<file path="src/rtl/icps_pkg.sv">
// Package for the IR carrier pulse segmenter: field widths, arithmetic constants,
// end codes and the job record handed from the period unit to the chunker.
// No dependencies.
package icps_pkg;

   // Field widths of the channels and the configuration register.
   localparam int unsigned DUR_BITS    = 24;
   localparam int unsigned FREQ_BITS   = 16;
   localparam int unsigned RELOAD_W    = 16;
   localparam int unsigned END_W       = 2;

   // Datapath widths: product plus rounding term, quotient and partial remainder.
   localparam int unsigned PROD_BITS   = DUR_BITS + FREQ_BITS;
   localparam int unsigned QUOT_BITS   = 21;
   localparam int unsigned REM_BITS    = 20;
   localparam int unsigned CNT_BITS    = 5;

   // Microseconds per second and the half used for round-half-up.
   localparam logic [QUOT_BITS-1:0] DIVISOR   = QUOT_BITS'(1000000);
   localparam logic [PROD_BITS-1:0] ROUND_ADD = PROD_BITS'(500000);

   // Largest period count the chunking registers can hold.
   localparam logic [QUOT_BITS-1:0] STATE_MAX = {QUOT_BITS{1'b1}};

   // Carrier frequency after reset.
   localparam logic [FREQ_BITS-1:0] FREQ_RESET = FREQ_BITS'(38000);

   // End codes.
   localparam logic [END_W-1:0] END_NONE   = 2'd0;
   localparam logic [END_W-1:0] END_PACKET = 2'd1;
   localparam logic [END_W-1:0] END_LAST   = 2'd2;
   localparam logic [END_W-1:0] END_RSVD   = 2'd3;

   // One converted timing, ready to be cut into reload words.
   typedef struct packed {
      logic [QUOT_BITS-1:0] periods;
      logic                 level;
      logic [END_W-1:0]     end_code;
   } seg_job_type;

endpackage

</file>
<file path="src/rtl/icps_if.sv">
// Valid/ready channel interfaces for the IR carrier pulse segmenter.
// Depends on icps_pkg for the field widths.
interface icps_req_if;
   logic                                valid;
   logic                                ready;
   logic [icps_pkg::DUR_BITS-1:0]       duration_us;
   logic                                mark_level;
   logic [icps_pkg::END_W-1:0]          end_code;

   modport source (output valid, output duration_us, output mark_level, output end_code,
                   input ready);
   modport sink   (input valid, input duration_us, input mark_level, input end_code,
                   output ready);
endinterface

interface icps_rsp_if;
   logic                                valid;
   logic                                ready;
   logic [icps_pkg::RELOAD_W-1:0]       reload_value;
   logic                                carrier_on;
   logic                                has_pulses;
   logic [icps_pkg::END_W-1:0]          end_flag;
   logic                                last;

   modport source (output valid, output reload_value, output carrier_on,
                   output has_pulses, output end_flag, output last, input ready);
   modport sink   (input valid, input reload_value, input carrier_on,
                   input has_pulses, input end_flag, input last, output ready);
endinterface

</file>
<file path="src/rtl/icps_period_calc.sv">
// Bit-serial period unit: duration times frequency by shift-and-add, rounding,
// then restoring division by one million, one quotient bit per cycle.
// Depends on icps_pkg.
module icps_period_calc #(
   parameter int unsigned RELOAD_BITS = 16
) (
   input  logic                            clock,
   input  logic                            reset,
   input  logic                            start,
   input  logic [icps_pkg::DUR_BITS-1:0]   duration_us,
   input  logic                            mark_level,
   input  logic [icps_pkg::END_W-1:0]      end_code,
   input  logic [icps_pkg::FREQ_BITS-1:0]  carrier_freq_hz,
   output logic                            ready,
   output logic                            job_valid,
   output icps_pkg::seg_job_type           job,
   input  logic                            job_ready
);

   // Cap of the period count: sixteen full chunks, and no more than the state holds.
   localparam logic [63:0] CHUNK64 = 64'd1 << RELOAD_BITS;
   localparam logic [63:0] CAP16   = CHUNK64 * 64'd16;
   localparam logic [63:0] CAP64   =
      (CAP16 > 64'(icps_pkg::STATE_MAX)) ? 64'(icps_pkg::STATE_MAX) : CAP16;
   localparam logic [icps_pkg::QUOT_BITS-1:0] CAP = CAP64[icps_pkg::QUOT_BITS-1:0];

   typedef enum logic [2:0] {
      ST_IDLE,
      ST_MUL,
      ST_ROUND,
      ST_DIV,
      ST_DONE
   } state_type;

   state_type                              state_ff, state_in;
   logic [icps_pkg::PROD_BITS-1:0]         acc_ff, acc_in;
   logic [icps_pkg::DUR_BITS-1:0]          dur_ff, dur_in;
   logic [icps_pkg::FREQ_BITS-1:0]         freq_sh_ff, freq_sh_in;
   logic [icps_pkg::REM_BITS-1:0]          rem_ff, rem_in;
   logic [icps_pkg::CNT_BITS-1:0]          cnt_ff, cnt_in;
   logic                                   level_ff, level_in;
   logic [icps_pkg::END_W-1:0]             end_ff, end_in;

   logic [icps_pkg::PROD_BITS-1:0]         mul_sum;
   logic [icps_pkg::PROD_BITS-1:0]         rnd_sum;
   logic [icps_pkg::QUOT_BITS-1:0]         div_trial;
   logic [icps_pkg::QUOT_BITS-1:0]         div_diff;
   logic                                   div_ge;
   logic [icps_pkg::QUOT_BITS-1:0]         quot;

   // One multiplier bit per cycle, most significant first.
   assign mul_sum = {acc_ff[icps_pkg::PROD_BITS-2:0], 1'b0}
                  + (freq_sh_ff[icps_pkg::FREQ_BITS-1] ?
                     icps_pkg::PROD_BITS'(dur_ff) : '0);

   // Half a unit before the division makes it round half up.
   assign rnd_sum = acc_ff + icps_pkg::ROUND_ADD;

   // One restoring division step: bring down a dividend bit and try the subtract.
   assign div_trial = {rem_ff, acc_ff[icps_pkg::PROD_BITS-1]};
   assign div_ge    = (div_trial >= icps_pkg::DIVISOR);
   assign div_diff  = div_trial - icps_pkg::DIVISOR;

   // Quotient bits collect at the bottom of the dividend register.
   assign quot = acc_ff[icps_pkg::QUOT_BITS-1:0];

   // Sequencer next state and datapath.
   always_comb begin
      state_in   = state_ff;
      acc_in     = acc_ff;
      dur_in     = dur_ff;
      freq_sh_in = freq_sh_ff;
      rem_in     = rem_ff;
      cnt_in     = cnt_ff;
      level_in   = level_ff;
      end_in     = end_ff;
      unique case (state_ff)
         ST_IDLE: begin
            if (start) begin
               state_in   = ST_MUL;
               acc_in     = '0;
               dur_in     = duration_us;
               freq_sh_in = carrier_freq_hz;
               cnt_in     = icps_pkg::CNT_BITS'(icps_pkg::FREQ_BITS - 1);
               level_in   = mark_level;
               end_in     = (end_code == icps_pkg::END_RSVD) ? icps_pkg::END_LAST : end_code;
            end
         end
         ST_MUL: begin
            acc_in     = mul_sum;
            freq_sh_in = {freq_sh_ff[icps_pkg::FREQ_BITS-2:0], 1'b0};
            cnt_in     = cnt_ff - 1'b1;
            if (cnt_ff == '0) begin
               state_in = ST_ROUND;
            end
         end
         ST_ROUND: begin
            // Top bits seed the remainder; the rest move up to be shifted in.
            rem_in   = icps_pkg::REM_BITS'(rnd_sum[icps_pkg::PROD_BITS-1:icps_pkg::QUOT_BITS]);
            acc_in   = {rnd_sum[icps_pkg::QUOT_BITS-1:0],
                        {(icps_pkg::PROD_BITS - icps_pkg::QUOT_BITS){1'b0}}};
            cnt_in   = icps_pkg::CNT_BITS'(icps_pkg::QUOT_BITS - 1);
            state_in = ST_DIV;
         end
         ST_DIV: begin
            rem_in = div_ge ? div_diff[icps_pkg::REM_BITS-1:0]
                            : div_trial[icps_pkg::REM_BITS-1:0];
            acc_in = {acc_ff[icps_pkg::PROD_BITS-2:0], div_ge};
            cnt_in = cnt_ff - 1'b1;
            if (cnt_ff == '0) begin
               state_in = ST_DONE;
            end
         end
         ST_DONE: begin
            if (job_ready) begin
               state_in = ST_IDLE;
            end
         end
         default: begin
            state_in = ST_IDLE;
         end
      endcase
   end

   // State and datapath registers.
   always_ff @(posedge clock) begin
      if (reset) begin
         state_ff <= ST_IDLE;
      end else begin
         state_ff <= state_in;
      end
      acc_ff     <= acc_in;
      dur_ff     <= dur_in;
      freq_sh_ff <= freq_sh_in;
      rem_ff     <= rem_in;
      cnt_ff     <= cnt_in;
      level_ff   <= level_in;
      end_ff     <= end_in;
   end

   // Finished job with the period count saturated.
   assign ready         = (state_ff == ST_IDLE);
   assign job_valid     = (state_ff == ST_DONE);
   assign job.periods   = (quot > CAP) ? CAP : quot;
   assign job.level     = level_ff;
   assign job.end_code  = end_ff;

endmodule

</file>
<file path="src/rtl/icps_chunker.sv">
// Chunker: cuts a period count into reload words of at most one chunk each and
// holds every result in an output register. Depends on icps_pkg and icps_if.
module icps_chunker #(
   parameter int unsigned RELOAD_BITS = 16
) (
   input  logic                   clock,
   input  logic                   reset,
   input  logic                   job_valid,
   input  icps_pkg::seg_job_type  job,
   output logic                   job_ready,
   icps_rsp_if.source             rsp
);

   localparam int unsigned SEG_W = icps_pkg::QUOT_BITS + 1;
   // Chunk size, limited to what the period count can ever reach.
   localparam logic [63:0] CHUNK64 = 64'd1 << RELOAD_BITS;
   localparam logic [63:0] LIM64   =
      (CHUNK64 > (64'd1 << icps_pkg::QUOT_BITS)) ? (64'd1 << icps_pkg::QUOT_BITS) : CHUNK64;
   localparam logic [SEG_W-1:0] SEG_LIM = LIM64[SEG_W-1:0];

   logic                                  busy_ff, busy_in;
   logic [icps_pkg::QUOT_BITS-1:0]        rem_ff, rem_in;
   logic                                  level_ff, level_in;
   logic [icps_pkg::END_W-1:0]            end_ff, end_in;
   logic                                  out_valid_ff, out_valid_in;
   logic [icps_pkg::RELOAD_W-1:0]         reload_ff, reload_in;
   logic                                  carrier_ff, carrier_in;
   logic                                  pulses_ff, pulses_in;
   logic [icps_pkg::END_W-1:0]            end_flag_ff, end_flag_in;
   logic                                  last_ff, last_in;

   logic                                  slot_free;
   logic [SEG_W-1:0]                      rem_ext;
   logic [SEG_W-1:0]                      seg;
   logic [SEG_W-1:0]                      rem_after;
   logic [SEG_W-1:0]                      seg_m1;
   logic                                  fin;

   // The output register can take a result when empty or being drained.
   assign slot_free = !out_valid_ff || rsp.ready;

   // Next segment and what is left after it.
   assign rem_ext   = {1'b0, rem_ff};
   assign seg       = (rem_ext > SEG_LIM) ? SEG_LIM : rem_ext;
   assign rem_after = rem_ext - seg;
   assign seg_m1    = seg - 1'b1;
   assign fin       = (rem_after == '0);

   // Load a job, then emit one word per free output slot.
   always_comb begin
      busy_in      = busy_ff;
      rem_in       = rem_ff;
      level_in     = level_ff;
      end_in       = end_ff;
      out_valid_in = out_valid_ff && !rsp.ready;
      reload_in    = reload_ff;
      carrier_in   = carrier_ff;
      pulses_in    = pulses_ff;
      end_flag_in  = end_flag_ff;
      last_in      = last_ff;
      if (!busy_ff) begin
         if (job_valid) begin
            busy_in  = 1'b1;
            rem_in   = job.periods;
            level_in = job.level;
            end_in   = job.end_code;
         end
      end else if (slot_free) begin
         if (rem_ff == '0) begin
            // Empty timing: an end marker only if it carries an end code.
            busy_in      = 1'b0;
            out_valid_in = (end_ff != icps_pkg::END_NONE);
            reload_in    = '0;
            carrier_in   = 1'b0;
            pulses_in    = 1'b0;
            end_flag_in  = end_ff;
            last_in      = 1'b1;
         end else begin
            busy_in      = !fin;
            rem_in       = rem_after[icps_pkg::QUOT_BITS-1:0];
            out_valid_in = 1'b1;
            reload_in    = seg_m1[icps_pkg::RELOAD_W-1:0];
            carrier_in   = level_ff;
            pulses_in    = 1'b1;
            end_flag_in  = fin ? end_ff : icps_pkg::END_NONE;
            last_in      = fin;
         end
      end
   end

   // Control and payload registers.
   always_ff @(posedge clock) begin
      if (reset) begin
         busy_ff      <= 1'b0;
         out_valid_ff <= 1'b0;
      end else begin
         busy_ff      <= busy_in;
         out_valid_ff <= out_valid_in;
      end
      rem_ff      <= rem_in;
      level_ff    <= level_in;
      end_ff      <= end_in;
      reload_ff   <= reload_in;
      carrier_ff  <= carrier_in;
      pulses_ff   <= pulses_in;
      end_flag_ff <= end_flag_in;
      last_ff     <= last_in;
   end

   assign job_ready        = !busy_ff;
   assign rsp.valid        = out_valid_ff;
   assign rsp.reload_value = reload_ff;
   assign rsp.carrier_on   = carrier_ff;
   assign rsp.has_pulses   = pulses_ff;
   assign rsp.end_flag     = end_flag_ff;
   assign rsp.last         = last_ff;

endmodule

</file>
<file path="src/rtl/ir_carrier_pulse_segmenter_top.sv">
// IR carrier pulse segmenter. Each timing (duration in microseconds, level and end
// code) becomes round(duration * carrier_freq_hz / 1e6) carrier periods, halves
// rounded up, capped at 16 chunks, emitted as reload words of at most
// 2**RELOAD_BITS periods each, the end code on the last word; an empty timing with
// an end code yields one marker without pulses. Per timing, the period unit needs
// 16 shift-and-add multiply steps, a rounding add, 21 restoring divide steps and a
// handoff, and takes the next only after that handoff; the chunker produces
// one word per cycle while the consumer takes them, overlapping the next conversion.
// The frequency register resets to 38000 Hz and may be written only while idle.
module ir_carrier_pulse_segmenter_top #(
   parameter int unsigned RELOAD_BITS = 16
) (
   input  logic                            clock,
   input  logic                            reset,
   icps_req_if.sink                        req_chan,
   icps_rsp_if.source                      rsp_chan,
   input  logic                            csr_wr_en,
   input  logic [icps_pkg::FREQ_BITS-1:0]  csr_wr_data
);

   logic [icps_pkg::FREQ_BITS-1:0]  freq_ff, freq_in;
   logic                            calc_ready;
   logic                            req_accept;
   logic                            job_valid;
   logic                            job_ready;
   icps_pkg::seg_job_type           job;

   // Carrier frequency register.
   assign freq_in = csr_wr_en ? csr_wr_data : freq_ff;

   always_ff @(posedge clock) begin
      if (reset) begin
         freq_ff <= icps_pkg::FREQ_RESET;
      end else begin
         freq_ff <= freq_in;
      end
   end

   // A transaction is taken whenever the period unit is free.
   assign req_chan.ready = calc_ready;
   assign req_accept     = req_chan.valid && calc_ready;

   icps_period_calc #(
      .RELOAD_BITS (RELOAD_BITS)
   ) u_calc (
      .clock           (clock),
      .reset           (reset),
      .start           (req_accept),
      .duration_us     (req_chan.duration_us),
      .mark_level      (req_chan.mark_level),
      .end_code        (req_chan.end_code),
      .carrier_freq_hz (freq_ff),
      .ready           (calc_ready),
      .job_valid       (job_valid),
      .job             (job),
      .job_ready       (job_ready)
   );

   icps_chunker #(
      .RELOAD_BITS (RELOAD_BITS)
   ) u_chunker (
      .clock     (clock),
      .reset     (reset),
      .job_valid (job_valid),
      .job       (job),
      .job_ready (job_ready),
      .rsp       (rsp_chan)
   );

   // A marker without pulses is always the final result and carries an end code.
   assert property (@(posedge clock) disable iff (reset)
      rsp_chan.valid && !rsp_chan.has_pulses |->
         rsp_chan.last && (rsp_chan.end_flag != icps_pkg::END_NONE))
      else $error("end marker without end code or not final");

   // End codes ride only on the final result of a timing.
   assert property (@(posedge clock) disable iff (reset)
      rsp_chan.valid && (rsp_chan.end_flag != icps_pkg::END_NONE) |-> rsp_chan.last)
      else $error("end code on a non-final result");

   // The reserved end code is never emitted.
   assert property (@(posedge clock) disable iff (reset)
      rsp_chan.valid |-> (rsp_chan.end_flag != icps_pkg::END_RSVD))
      else $error("reserved end code emitted");

   // After a transaction is taken the period unit is busy.
   assert property (@(posedge clock) disable iff (reset)
      req_chan.valid && req_chan.ready |=> !req_chan.ready)
      else $error("input taken while period unit busy");

endmodule
</file>
<file path="src/flat_wrapper.sv">
// flat-port wrapper written by rule: the top's interface ports become plain ports
module ir_carrier_pulse_segmenter_top_flat 
#(
   parameter int unsigned RELOAD_BITS = 16
)
  (clock, reset, csr_wr_en, csr_wr_data, req_chan_valid, req_chan_duration_us, req_chan_mark_level, req_chan_end_code, req_chan_ready, rsp_chan_valid, rsp_chan_reload_value, rsp_chan_carrier_on, rsp_chan_has_pulses, rsp_chan_end_flag, rsp_chan_last, rsp_chan_ready);
  icps_req_if req_chan_i ();
  icps_rsp_if rsp_chan_i ();
  input  logic clock;
  input  logic reset;
  input  logic csr_wr_en;
  input  logic [icps_pkg::FREQ_BITS-1:0] csr_wr_data;
  input wire logic [$bits(req_chan_i.valid)-1:0] req_chan_valid;
  input wire logic [$bits(req_chan_i.duration_us)-1:0] req_chan_duration_us;
  input wire logic [$bits(req_chan_i.mark_level)-1:0] req_chan_mark_level;
  input wire logic [$bits(req_chan_i.end_code)-1:0] req_chan_end_code;
  output wire logic [$bits(req_chan_i.ready)-1:0] req_chan_ready;
  output wire logic [$bits(rsp_chan_i.valid)-1:0] rsp_chan_valid;
  output wire logic [$bits(rsp_chan_i.reload_value)-1:0] rsp_chan_reload_value;
  output wire logic [$bits(rsp_chan_i.carrier_on)-1:0] rsp_chan_carrier_on;
  output wire logic [$bits(rsp_chan_i.has_pulses)-1:0] rsp_chan_has_pulses;
  output wire logic [$bits(rsp_chan_i.end_flag)-1:0] rsp_chan_end_flag;
  output wire logic [$bits(rsp_chan_i.last)-1:0] rsp_chan_last;
  input wire logic [$bits(rsp_chan_i.ready)-1:0] rsp_chan_ready;
  assign req_chan_i.valid = req_chan_valid;
  assign req_chan_i.duration_us = req_chan_duration_us;
  assign req_chan_i.mark_level = req_chan_mark_level;
  assign req_chan_i.end_code = req_chan_end_code;
  assign req_chan_ready = req_chan_i.ready;
  assign rsp_chan_valid = rsp_chan_i.valid;
  assign rsp_chan_reload_value = rsp_chan_i.reload_value;
  assign rsp_chan_carrier_on = rsp_chan_i.carrier_on;
  assign rsp_chan_has_pulses = rsp_chan_i.has_pulses;
  assign rsp_chan_end_flag = rsp_chan_i.end_flag;
  assign rsp_chan_last = rsp_chan_i.last;
  assign rsp_chan_i.ready = rsp_chan_ready;
  ir_carrier_pulse_segmenter_top #(.RELOAD_BITS(RELOAD_BITS)) u_core (.clock(clock), .reset(reset), .req_chan(req_chan_i), .rsp_chan(rsp_chan_i), .csr_wr_en(csr_wr_en), .csr_wr_data(csr_wr_data));
endmodule
</file>
<file path="config.mk">
export PLATFORM = sky130hd
export DESIGN_NAME = ir_carrier_pulse_segmenter_top_flat
export DESIGN_NICKNAME = d
export VERILOG_FILES = /design/src/rtl/icps_pkg.sv /design/src/rtl/icps_if.sv /design/src/rtl/icps_period_calc.sv /design/src/rtl/icps_chunker.sv /design/src/rtl/ir_carrier_pulse_segmenter_top.sv /design/src/flat_wrapper.sv
export SDC_FILE = /design/constraint.sdc
export NUM_CORES = 1
export LEC_CHECK = 0
export BUFFER_PORTS_ARGS = -buffer_cell sky130_fd_sc_hd__buf_2
export CAP_MARGIN = 20
export CORE_MARGIN = 1
export CORE_UTILIZATION = 55
export CTS_CLUSTER_SIZE = 40
export DETAILED_ROUTE_END_ITERATION = 6
export PLACE_DENSITY_LB_ADDON = 0.3
export SYNTH_ARGS = -nofsm -noshare
export SYNTH_HDL_FRONTEND = slang
export SYNTH_SLANG_ARGS = --single-unit
</file>
<file path="constraint.sdc">
create_clock -name clock -period 3.7 [get_ports clock]
set_clock_uncertainty 0.1 [all_clocks]
set_input_delay 0 -clock clock [delete_from_list [all_inputs] [get_ports clock]]
set_output_delay 0 -clock clock [all_outputs]
set_load 0.005 [all_outputs]
</file>
==> results.yml, run 1 <==
run_status:
  status: "complete, but fails checks"
  violations: "DRC"
sta:
  fin_setup_tns_ns: 0
  finalSetupViolations: 0
  rsz0062_at_grt: "false"
  fmax_ghz: 0.2875
  timing.final.crit_period_ns: 3.479
  hold_viol_final: 0
  slew_viol_final: 0
  relSlewSlack_pct: 44.65
  holdWs_ns: 0.03829
  final.period_utilization_pct: 94.01
  worst-slew-pin-transition_ns: 0.8302
worst_setup_path:
  crit-reg2reg-capture: "u_core.u_calc.acc_ff[39]"
  cp_data_required_time_ns: 3.79
  path_max_fanout: 11
  worst-path-stages: 12
  worstSetupPathType: "register to register"
  cp-end-kind: "register"
  max_stage_delay_ns: 0.42
  slowest_stage: "edfxtp_1"
  crit_end: "u_core.u_calc.acc_ff[39]"
  startpoint: "u_core.u_calc.freq_sh_ff[15]"
  r2r_cells: 12
  rr_startpoint: "u_core.u_calc.freq_sh_ff[15]"
  cp_data_arrival_time_ns: 3.57
  path_cells: "buf_4 > and2_1 > ha_1 > and4_1 > nand3_1 > a211o_1 > a211oi_1 > o211ai_1 > buf_4 > a21oi_1 > a21oi_1 > a211o_1"
  ff2ff_setup_slack_ns: 0.22
  cp-start-kind: "register"
  cp_num_buf_inv: 2
  cp_top_family: "compound AO/OA/AOI/OAI gates"
yosys:
  syn_area_mm2: 0.01026
  ys.flop_type: "edfxtp_1"
  synth_top_cell_area_share_pct: 44.77
  yosys_warnings: 0
  syn_inst: 1013
  synth_nets: 1092
  synth_cell_types: 67
  async_flop_share_pct: 0
  synth_area_leader_cell: "edfxtp_1"
  synth_top_cells_by_area: "edfxtp_1 45%, dfxtp_1 4.1%, xnor2_1 3.9%"
  synth_commonest_cells: "153 x edfxtp_1, 100 x nor2_1, 89 x nand2_1, 59 x a21oi_1, 51 x o21ai_0"
  synth.most_common_cell: "edfxtp_1"
  ys_ff_latch: 174
  synth_edf_count: 153
  yosysSeqAreaShare_pct: 48.87
  avgSynthCellArea_um2: 10.13
power:
  p_per_area_mw_per_mm2: 440.0
  leakagePower_nw: 4.566
  peakVddDrop_uv: 327.9
grt:
  grt_overflow_total: 0
  antenna_found_initial: 1
  busiest_layer: "met2"
  grt_usage_pct: 27.62
  met2_usage_pct: 44.67
  met1_usage_pct: 36.78
  grt_max_degree: 42
  gr-usage-met3_pct: 4.282
  grt_pass1_wl_um: 41350
  grt_pass1_vias: 8084
placed_design:
  place.gp.congestion: 0.9770
  placement.io_buffers: 70
  dpl.hpwl_um: 17630
clocking:
  htreeDepth: 4
  cts_tree: "done"
  clock_latency_ns: 0.44
  path_clk_slew_ns: 0.08
  clockBufferDepth: 2
  root_buffer: "clkbuf_16"
  cts_sinks: 174
  cts_buffers: 17
detailed_routing:
  drt-pass1-iter-count: 7
  drt-total-wl_um: 25780
  drtIter0Drc: 889
  drt-vias-per-instance: 6.013
  drc_errors: 6
  vias: 8376
  drt.antenna.violating_nets: 0
  wl_per_cell_um: 18.51
job:
  cap_viol_max_count: 0
floorplan:
  die_w_um: 138.6
  io_pins: 71
  die_h_um: 138.6
  core_mm2: 0.01815
  fp.dieArea_mm2: 0.01921
  rows: 49
  initial_core_util_pct: 56.55
cells_and_area:
  syn_to_final_growth_pct: 19.12
  fillers: 1372
  fin_nets: 1229
  drive_gt1_share_pct: 15.39
  postLayoutCoreUtil_pct: 67.36
worst_hold_path:
  hold_depth: 3
  hp-class: "input port to register"
-- area by class of cell --
type | count | area, um^2 | share of cell area (%)
multi-input cells | 766 | 4966 | 40.62
well taps | 229 | 286.5 | 2.344
clock buffers | 17 | 425.4 | 3.480
inverters | 19 | 71.32 | 0.5834
clock inverters | 15 | 188.9 | 1.546
repair buffers | 172 | 1269 | 10.38
diodes | 1 | 2.502 | 0.02047
flip-flops and latches | 174 | 5015 | 41.02
-- per-stage QoR --
step	setup slack, ns	cells	power, mW	area [um^2]
2_1_floorplan	0.2054	1013	3.186	10260
4_1_cts	0.2114	1389	5.350	12200
6_report	0.2215	1393	5.378	12220
3_3_place_gp	0.3187	1301	3.482	11020
5_1_grt	0.01799	1393	5.594	12220
3_5_place_dp	0.2054	1301	3.506	11020
-- worst register-to-register path, delay by kind of cell, from the launching register on --
family / cells / cell delay [ns]
AOI/OAI and AO/OA: 6 / 1.43
and+or+nand+nor: 3 / 0.51
DFF: 1 / 0.42
adders and majority gates: 1 / 0.39
buffers and inverters: 2 / 0.38
-- cells in the final DEF (no fill, tap or decap), drive strengths merged, types with 17 or more instances in the layout --
| cell type | instances |
|---|---|
| nand3 | 29 |
| ha | 30 |
| mux2i | 20 |
| a21o | 17 |
| nand2 | 89 |
| buf | 116 |
| a21oi | 59 |
| edfxtp | 153 |
| and2 | 32 |
| dlygate4sd3 | 56 |
| clkbuf | 17 |
| dfxtp | 21 |
| o21ai | 51 |
| xnor2 | 46 |
| xor2 | 41 |
| inv | 26 |
| nor3 | 30 |
| nor2 | 100 |
-- power breakdown --
group          switching, mW  internal [mW]  leakage (nW)
Sequential             0.140           2.32          1.63
Combinational          0.612          0.485          2.63
Clock                  0.903          0.922         0.298
Total                   1.66           3.72          4.57
-- state kept, by name, indices dropped and copies added (netlist names) --
name                               cells
u_core.u_calc.acc_ff                  40
u_core.u_calc.dur_ff                  24
u_core.u_chunker.rem_ff               21
u_core.u_calc.rem_ff                  20
u_core.freq_ff                        16
u_core.u_calc.freq_sh_ff              16
u_core.u_chunker.rsp.reload_value     16
u_core.u_calc.cnt_ff                   5
u_core.u_calc.state_ff                 3
u_core.u_calc.end_ff                   2
u_core.u_chunker.end_ff                2
u_core.u_chunker.rsp.end_flag          2
u_core.u_calc.level_ff                 1
u_core.u_chunker.busy_ff               1
u_core.u_chunker.level_ff              1
u_core.u_chunker.rsp.carrier_on        1
u_core.u_chunker.rsp.has_pulses        1
u_core.u_chunker.rsp.last              1
u_core.u_chunker.rsp.valid             1
-- how the worst min path moves through the flow --
stage,slack [ns],start,endpoint
3_3_place_gp,0.08,req_chan_duration_us[12],u_core.u_calc.dur_ff[12]
6_report,0.04,csr_wr_en,u_core.freq_ff[6]
4_1_cts,0.01,csr_wr_en,u_core.freq_ff[10]
5_1_grt,0.05,csr_wr_en,u_core.freq_ff[12]
3_5_place_dp,0.08,req_chan_duration_us[5],u_core.u_calc.dur_ff[5]
2_1_floorplan,-0.001,reset,u_core.freq_ff[15]
-- metal layers --
metal | up-vias | share of wire [%]
li1 | 4038 | -
met1 | 3949 | 43
met2 | 329 | 48
met3 | 60 | 6.0
met4 | 0 | 3.0
met5 | - | 0
-- kinds of logic (layout without fill, tap and decap cells) --
logic type | after synthesis | count (layout) | share of synthesized area (%)
and+or+nand+nor | 366 | 366 | 17.48
AOI/OAI and AO/OA | 245 | 245 | 15.76
DFF | 174 | 174 | 48.87
xor gates and xnor gates | 87 | 87 | 7.425
buffers and inverters | 73 | 223 | 2.865
muxes | 36 | 36 | 3.706
adders and majority gates | 31 | 31 | 3.853
other | 1 | 2 | 0.03654
-- what timing repair did --
item / in CTS / in global routing
hold buffers: 56 / 0
hold endpoints to repair: 46 / 0
setup endpoints to repair: 0 / 7
gates resized for setup: 0 / 1
buffers inserted: 0 / 3
No activity file was read; power rests on OpenSTA's default activity.
==> inputs of run 2 (changes only) <==
- ABC_AREA: not set -> 1
- CORE_UTILIZATION: 55 -> 56
==> run 2 against run 1 <==
  * The flow now finishes without violations
  * Via count rose by 15%
  * Sequential share of layout area fell by 0.70 points
  * Critical path depth rose by 6
  * Fmax rose by 4.4%
  * Global-route usage rose by 1.2 points
  * Final cell count rose by 20%
  * Count of clock-buffer cells in the layout rose by 1
  * Sequential power rose by 58%
  * Critical path type unchanged
==> results.yml, run 2 <==
run_status:
  status: "completed"
worst_setup_path:
  cp_data_arrival_time_ns: 3.43
  cp_top_family: "compound AO/OA/AOI/OAI gates"
  r2r_cells: 18
  worstSetupPathType: "register to register"
  max_stage_delay_ns: 0.46
  ff2ff_setup_slack_ns: 0.37
  path_common_cell: "nand2_1"
  cp-start-kind: "register"
  cp-end-kind: "register"
  cp_num_buf_inv: 2
  path_max_fanout: 5
  path_cells: "nand2_1 > inv_1 > ha_1 > fa_1 > nand3_1 > nand2_1 > nand2_1 > nand2_1 > a21oi_1 > o21ai_1 > nand2_1 > nand2_1 > a21oi_1 > inv_1 > nand2_1 > a21oi_1 > o21ai_0 > nand2_1"
  crit-reg2reg-capture: "u_core.u_calc.acc_ff[35]"
  cp_data_required_time_ns: 3.80
  slowest_stage: "edfxtp_1"
  rr_startpoint: "u_core.u_calc.freq_sh_ff[15]"
sta:
  finalSetupViolations: 0
  relSlewSlack_pct: 33.67
  final.period_utilization_pct: 90.05
  slew_viol_final: 0
  timing.final.crit_period_ns: 3.332
  hold_viol_final: 0
  worst-slew-pin-transition_ns: 0.9939
  rsz0062_at_grt: "false"
  holdWs_ns: 0.1706
  fmax_ghz: 0.3001
  fin_setup_tns_ns: 0
clocking:
  cts_buffers: 17
  cts_setup_buffers: 0
  clockBufferDepth: 2
  htreeDepth: 4
  root_buffer: "clkbuf_16"
  cts_tree: "done"
  path_clk_slew_ns: 0.07
  clock_latency_ns: 0.44
  cts_sinks: 174
detailed_routing:
  vias: 9597
  drt-vias-per-instance: 5.736
  drt.antenna.violating_nets: 0
  drc_errors: 0
  wl_per_cell_um: 16.09
  drt-total-wl_um: 26910
  drt-pass1-iter-count: 7
  drtIter0Drc: 878
yosys:
  synth_top_cell_area_share_pct: 43.38
  ys_ff_latch: 174
  yosysSeqAreaShare_pct: 47.35
  ys.flop_type: "edfxtp_1"
  syn_inst: 1298
  synth_top_cells_by_area: "edfxtp_1 43%, nand2_1 11%, inv_1 5.8%"
  async_flop_share_pct: 0
  synth_commonest_cells: "297 x nand2_1, 163 x inv_1, 153 x edfxtp_1, 141 x nor2_1, 101 x o21ai_0"
  synth_area_leader_cell: "edfxtp_1"
  avgSynthCellArea_um2: 8.159
  synth_cell_types: 51
  synth.most_common_cell: "nand2_1"
  yosys_warnings: 0
  syn_area_mm2: 0.01059
  synth_nets: 1377
  synth_edf_count: 153
worst_hold_path:
  hold_path.startpoint: "req_chan_duration_us[23]"
  hold_depth: 2
  hp-class: "input port to register"
  min_to: "u_core.u_calc.dur_ff[23]"
grt:
  grt_pass1_vias: 9253
  antenna_found_initial: 0
  grt_overflow_total: 0
  grt_usage_pct: 28.82
  grt_max_degree: 51
  grt_pass1_wl_um: 44290
floorplan:
  rows: 49
  core_mm2: 0.01827
  die_h_um: 139.5
  die_w_um: 139.5
  fp.dieArea_mm2: 0.01946
  initial_core_util_pct: 57.96
  io_pins: 71
cells_and_area:
  drive_gt1_share_pct: 11.98
  final_cell_mix: "297 x nand2_1, 163 x inv_1, 153 x edfxtp_1"
  largest_reg_flops: 40
  fillers: 1398
  syn_to_final_growth_pct: 17.44
  final_common_cell: "nand2_1"
  diodes: 0
  regMostFlops: "u_core.u_calc.acc_ff"
  postLayoutCoreUtil_pct: 68.07
  largest_registers: "u_core.u_calc.acc_ff (40), u_core.u_calc.dur_ff (24), u_core.u_chunker.rem_ff (21)"
  fin_nets: 1510
job:
  cap_viol_max_count: 0
placed_design:
  dpl.hpwl_um: 18780
  place.gp.congestion: 0.9507
  placement.io_buffers: 70
power:
  p_per_area_mw_per_mm2: 805.0
  peakVddDrop_uv: 426.2
  leakagePower_nw: 5.358
run 2: repair_timing:
action                    in CTS  in global routing
resized for setup              0                  0
hold endpoints to repair      46                  0
hold buffers                  62                  0
run 2: worst max path at each step:
| stage | startpoint | end | slack [ns] | depth (start not counted) |
|---|---|---|---|---|
| finish | u_core.u_calc.freq_sh_ff[15] | u_core.u_calc.acc_ff[35] | 0.37 | 18 |
| global route | u_core.u_calc.freq_sh_ff[15] | u_core.u_calc.acc_ff[35] | 0.06 | 18 |
| CTS | u_core.u_calc.freq_sh_ff[15] | u_core.u_calc.acc_ff[35] | 0.43 | 18 |
| detailed placement | u_core.u_calc.freq_sh_ff[15] | u_core.u_calc.acc_ff[35] | 0.47 | 18 |
| global placement | u_core.u_calc.freq_sh_ff[15] | u_core.u_calc.acc_ff[35] | 0.60 | 18 |
| floorplan | u_core.u_chunker.busy_ff | u_core.u_chunker.rem_ff[0] | 0.69 | 5 |
run 2: area by class of cell:
class	instances	area, um^2	share of cell area (%)
repair buffers	149	1099	8.833
clock buffers	18	450.4	3.622
well taps	229	286.5	2.304
inverters	177	664.4	5.342
flip-flops and latches	174	5015	40.32
multi-input cells	912	4766	38.32
clock inverters	14	156.4	1.258
run 2: report_power, final:
group | switching [mW] | internal [mW] | total [mW]
clock network | 0.875 | 0.950 | 1.82
registers | 0.657 | 3.22 | 3.88
logic | 2.89 | 1.42 | 4.31
run 2: routing by layer:
layer  vias up  track usage, %  share of wire, %
met5         -               0                 0
met4         0           11.87               2.8
met3        67           4.921               7.8
met2       435           48.40                48
met1      4412           36.95                42
li1       4683               -                 -
run 2: cell families (layout without fill, tap and decap cells):
group / after synthesis / after routing / share of synthesized area, %
XOR/XNOR: 27 / 27 / 2.233
AND/OR/NAND/NOR: 583 / 583 / 24.02
flip-flops: 174 / 174 / 47.35
buffers and inverters: 212 / 358 / 7.821
AO/OA/AOI/OAI: 270 / 270 / 14.80
adder cells (fa/ha/maj): 31 / 31 / 3.733
other: 1 / 1 / 0.03541
run 2: per-stage QoR:
stage	std cells	worst slack [ns]	instance area, um^2	total power [mW]
2_1_floorplan	1298	0.6911	10590	6.784
3_3_place_gp	1579	0.6015	11210	7.902
3_5_place_dp	1579	0.4741	11210	8.026
4_1_cts	1673	0.4277	12440	9.918
5_1_grt	1673	0.06156	12440	10.68
6_report	1673	0.3682	12440	10.01
==> inputs of run 3 (changes only) <==
--- a/config.mk
+++ b/config.mk
@@ -10,5 +10,5 @@
 export CAP_MARGIN = 20
 export CORE_MARGIN = 1
-export CORE_UTILIZATION = 56
+export CORE_UTILIZATION = 58
 export CTS_CLUSTER_SIZE = 40
 export DETAILED_ROUTE_END_ITERATION = 6
==> constraint.sdc (replaced) <==
create_clock -name clock -period 3.51 [get_ports clock]
set_clock_uncertainty 0.1 [all_clocks]
set_input_delay 0.351 -clock clock [delete_from_list [all_inputs] [get_ports clock]]
set_output_delay 0.351 -clock clock [all_outputs]
set_load 0.005 [all_outputs]
==> run 3 against run 2 <==
  * Die area fell by 3.4%
  * Global-route usage rose by 0.47 points
  * Power rose by 4.8%
  * Critical endpoint unchanged
  * Clock power rose by 3%
  * Largest power group unchanged
  * Critical path depth did not move
  * Sequential power rose by 5%
  * Register-to-register slack barely moved
  * Count of clock-buffer cells in the layout rose by 1
  * First-iteration DRC count rose by 0.23%
  * Highest routed layer unchanged
  * Fmax rose by 6.3%
  * Combinational power rose by 5.3%
  * Sequential share of layout area rose by 1.3 points
  * Critical path type unchanged
==> results.yml, run 3 (same netlist as run 2, synthesis figures left out) <==
sta:
  fin_setup_tns_ns: 0
  slew_viol_final: 0
  fmax_ghz: 0.3189
  hold_viol_final: 0
  worst_slack_ns: 0.3743
  finalSetupViolations: 0
  timing.final.crit_period_ns: 3.136
  rsz0062_at_grt: "false"
  final.period_utilization_pct: 89.34
  relSlewSlack_pct: 34.29
  worst-slew-pin-transition_ns: 0.9845
clocking:
  holdBufCountCts: 23
  cts_sinks: 174
  root_buffer: "clkbuf_16"
  clock_latency_ns: 0.44
  clockBufferDepth: 2
  cts_buffers: 17
  cts_setup_buffers: 0
  cts_tree: "done"
  path_clk_slew_ns: 0.07
  cts_resized: 0
  htreeDepth: 4
detailed_routing:
  vias: 9374
  drt.antenna.violating_nets: 0
  drt-total-wl_um: 26330
  drtIter0Drc: 880
  drt-vias-per-instance: 5.719
  drc_errors: 0
  wl_per_cell_um: 16.07
  drt-pass1-iter-count: 6
grt:
  grt_usage_pct: 29.29
  grt_overflow_total: 0
  antenna_found_initial: 0
  grt_pass1_vias: 8731
  grt_pass1_wl_um: 42350
  grt_max_degree: 33
placed_design:
  place.gp.congestion: 0.9274
  pre_cts_slack_ns: 0.4283
  post-place-cells: 1582
  dpl.hpwl_um: 19060
  placement.io_buffers: 70
power:
  leakagePower_nw: 5.202
  peakVddDrop_uv: 460.5
  p_per_area_mw_per_mm2: 870.1
floorplan:
  core_mm2: 0.01790
  die_h_um: 137.1
  die_w_um: 137.1
  rows: 49
  io_pins: 71
  initial_core_util_pct: 59.16
  fp.dieArea_mm2: 0.01880
worst_setup_path:
  cp-start-kind: "register"
  worstSetupPathType: "register to register"
  cp-end-kind: "register"
  cp_data_arrival_time_ns: 3.22
  cp_data_required_time_ns: 3.60
  path_max_fanout: 21
worst_hold_path:
  hp-class: "input port to register"
cells_and_area:
  drive_gt1_share_pct: 12.41
  fillers: 1463
  largest_reg_flops: 40
  fin_nets: 1476
  diodes: 0
  regMostFlops: "u_core.u_calc.acc_ff"
  final_common_cell: "nand2_1"
  final_cell_mix: "297 x nand2_1, 163 x inv_1, 153 x edfxtp_1"
  syn_to_final_growth_pct: 13.89
  largest_registers: "u_core.u_calc.acc_ff (40), u_core.u_calc.dur_ff (24), u_core.u_chunker.rem_ff (21)"
  final_cells: 1639
  multi_input_area_mm2: 0.004766
  regArea_mm2: 0.005015
job:
  cap_viol_max_count: 0
run_status:
  status: "completed"
## run 3: cell types whose count changed in the layout (fill, tap and decap cells not counted), sizes merged
| cell | previous run | this run |
|---|---|---|
| clkbuf | 18 | 19 |
| inv | 182 | 184 |
| buf | 87 | 90 |
| clkinv | 9 | 6 |
| dlygate4sd3 | 62 | 25 |
## run 3: critical path: stages, from the launching register on
cell and delay, ns:
edfxtp_1 0.44, buf_4 0.23, nand2_1 0.07, inv_1 0.04, ha_1 0.33, a21oi_1 0.17, nand2_1 0.11, nand2_1 0.07
nand2_1 0.12, a21oi_1 0.21, o21ai_1 0.13, nand2_1 0.08, nand2_1 0.07, a21oi_1 0.25, inv_1 0.10, nand2_1 0.08
a21oi_1 0.06, o21ai_0 0.11, nand2_1 0.08
## run 3: cell type report
cell class,instances,share of cell area [%]
Clock buffer,19,3.672
Sequential cell,174,41.58
Clock inverter,13,1.131
Multi-Input combinational cell,912,39.51
Tap cell,229,2.376
Inverter,177,5.508
Timing Repair Buffer,115,6.224
## run 3: metal layers
| metal | vias to the layer above | wire (um) | GRT usage, % |
|---|---|---|---|
| li1 | 4601 | - | - |
| met4 | 0 | 805 | 13.13 |
| met5 | - | 0 | 0 |
| met1 | 4304 | 11300 | 37.96 |
| met2 | 399 | 12450 | 48.23 |
| met3 | 70 | 1772 | 4.667 |
## run 3: path summary, 6_finish.rpt
kind | from | to | slack [ns] | cells past startpoint
max | u_core.u_calc.freq_sh_ff[15] | u_core.u_calc.acc_ff[35] | 0.37 | 18
min | req_chan_end_code[1] | u_core.u_calc.end_ff[1] | 0.005 | 1
max reg2reg | u_core.u_calc.freq_sh_ff[15] | u_core.u_calc.acc_ff[35] | 0.37 | 18
min reg2reg | u_core.u_calc.end_ff[0] | u_core.u_chunker.end_ff[0] | 0.34 | 0
## run 3: power by group
part / internal [mW] / leakage, nW / switching, mW
registers: 3.39 / 1.64 / 0.680
logic: 1.49 / 3.27 / 3.06
clock network: 0.974 / 0.291 / 0.908
total: 5.85 / 5.20 / 4.64
## run 3: stage by stage
stage | hold slack, ns | utilization, % | cell area (um^2) | power [mW]
global route | 0.003926 | 67.37 | 12060 | 11.20
detailed placement | 0.3173 | 62.74 | 11230 | 8.495
finish | 0.005383 | 67.37 | 12060 | 10.50
floorplan | 0.3003 | - | 10590 | 7.151
global placement | 0.3006 | 62.74 | 11230 | 8.358
CTS | 0.001963 | 67.26 | 12040 | 10.41
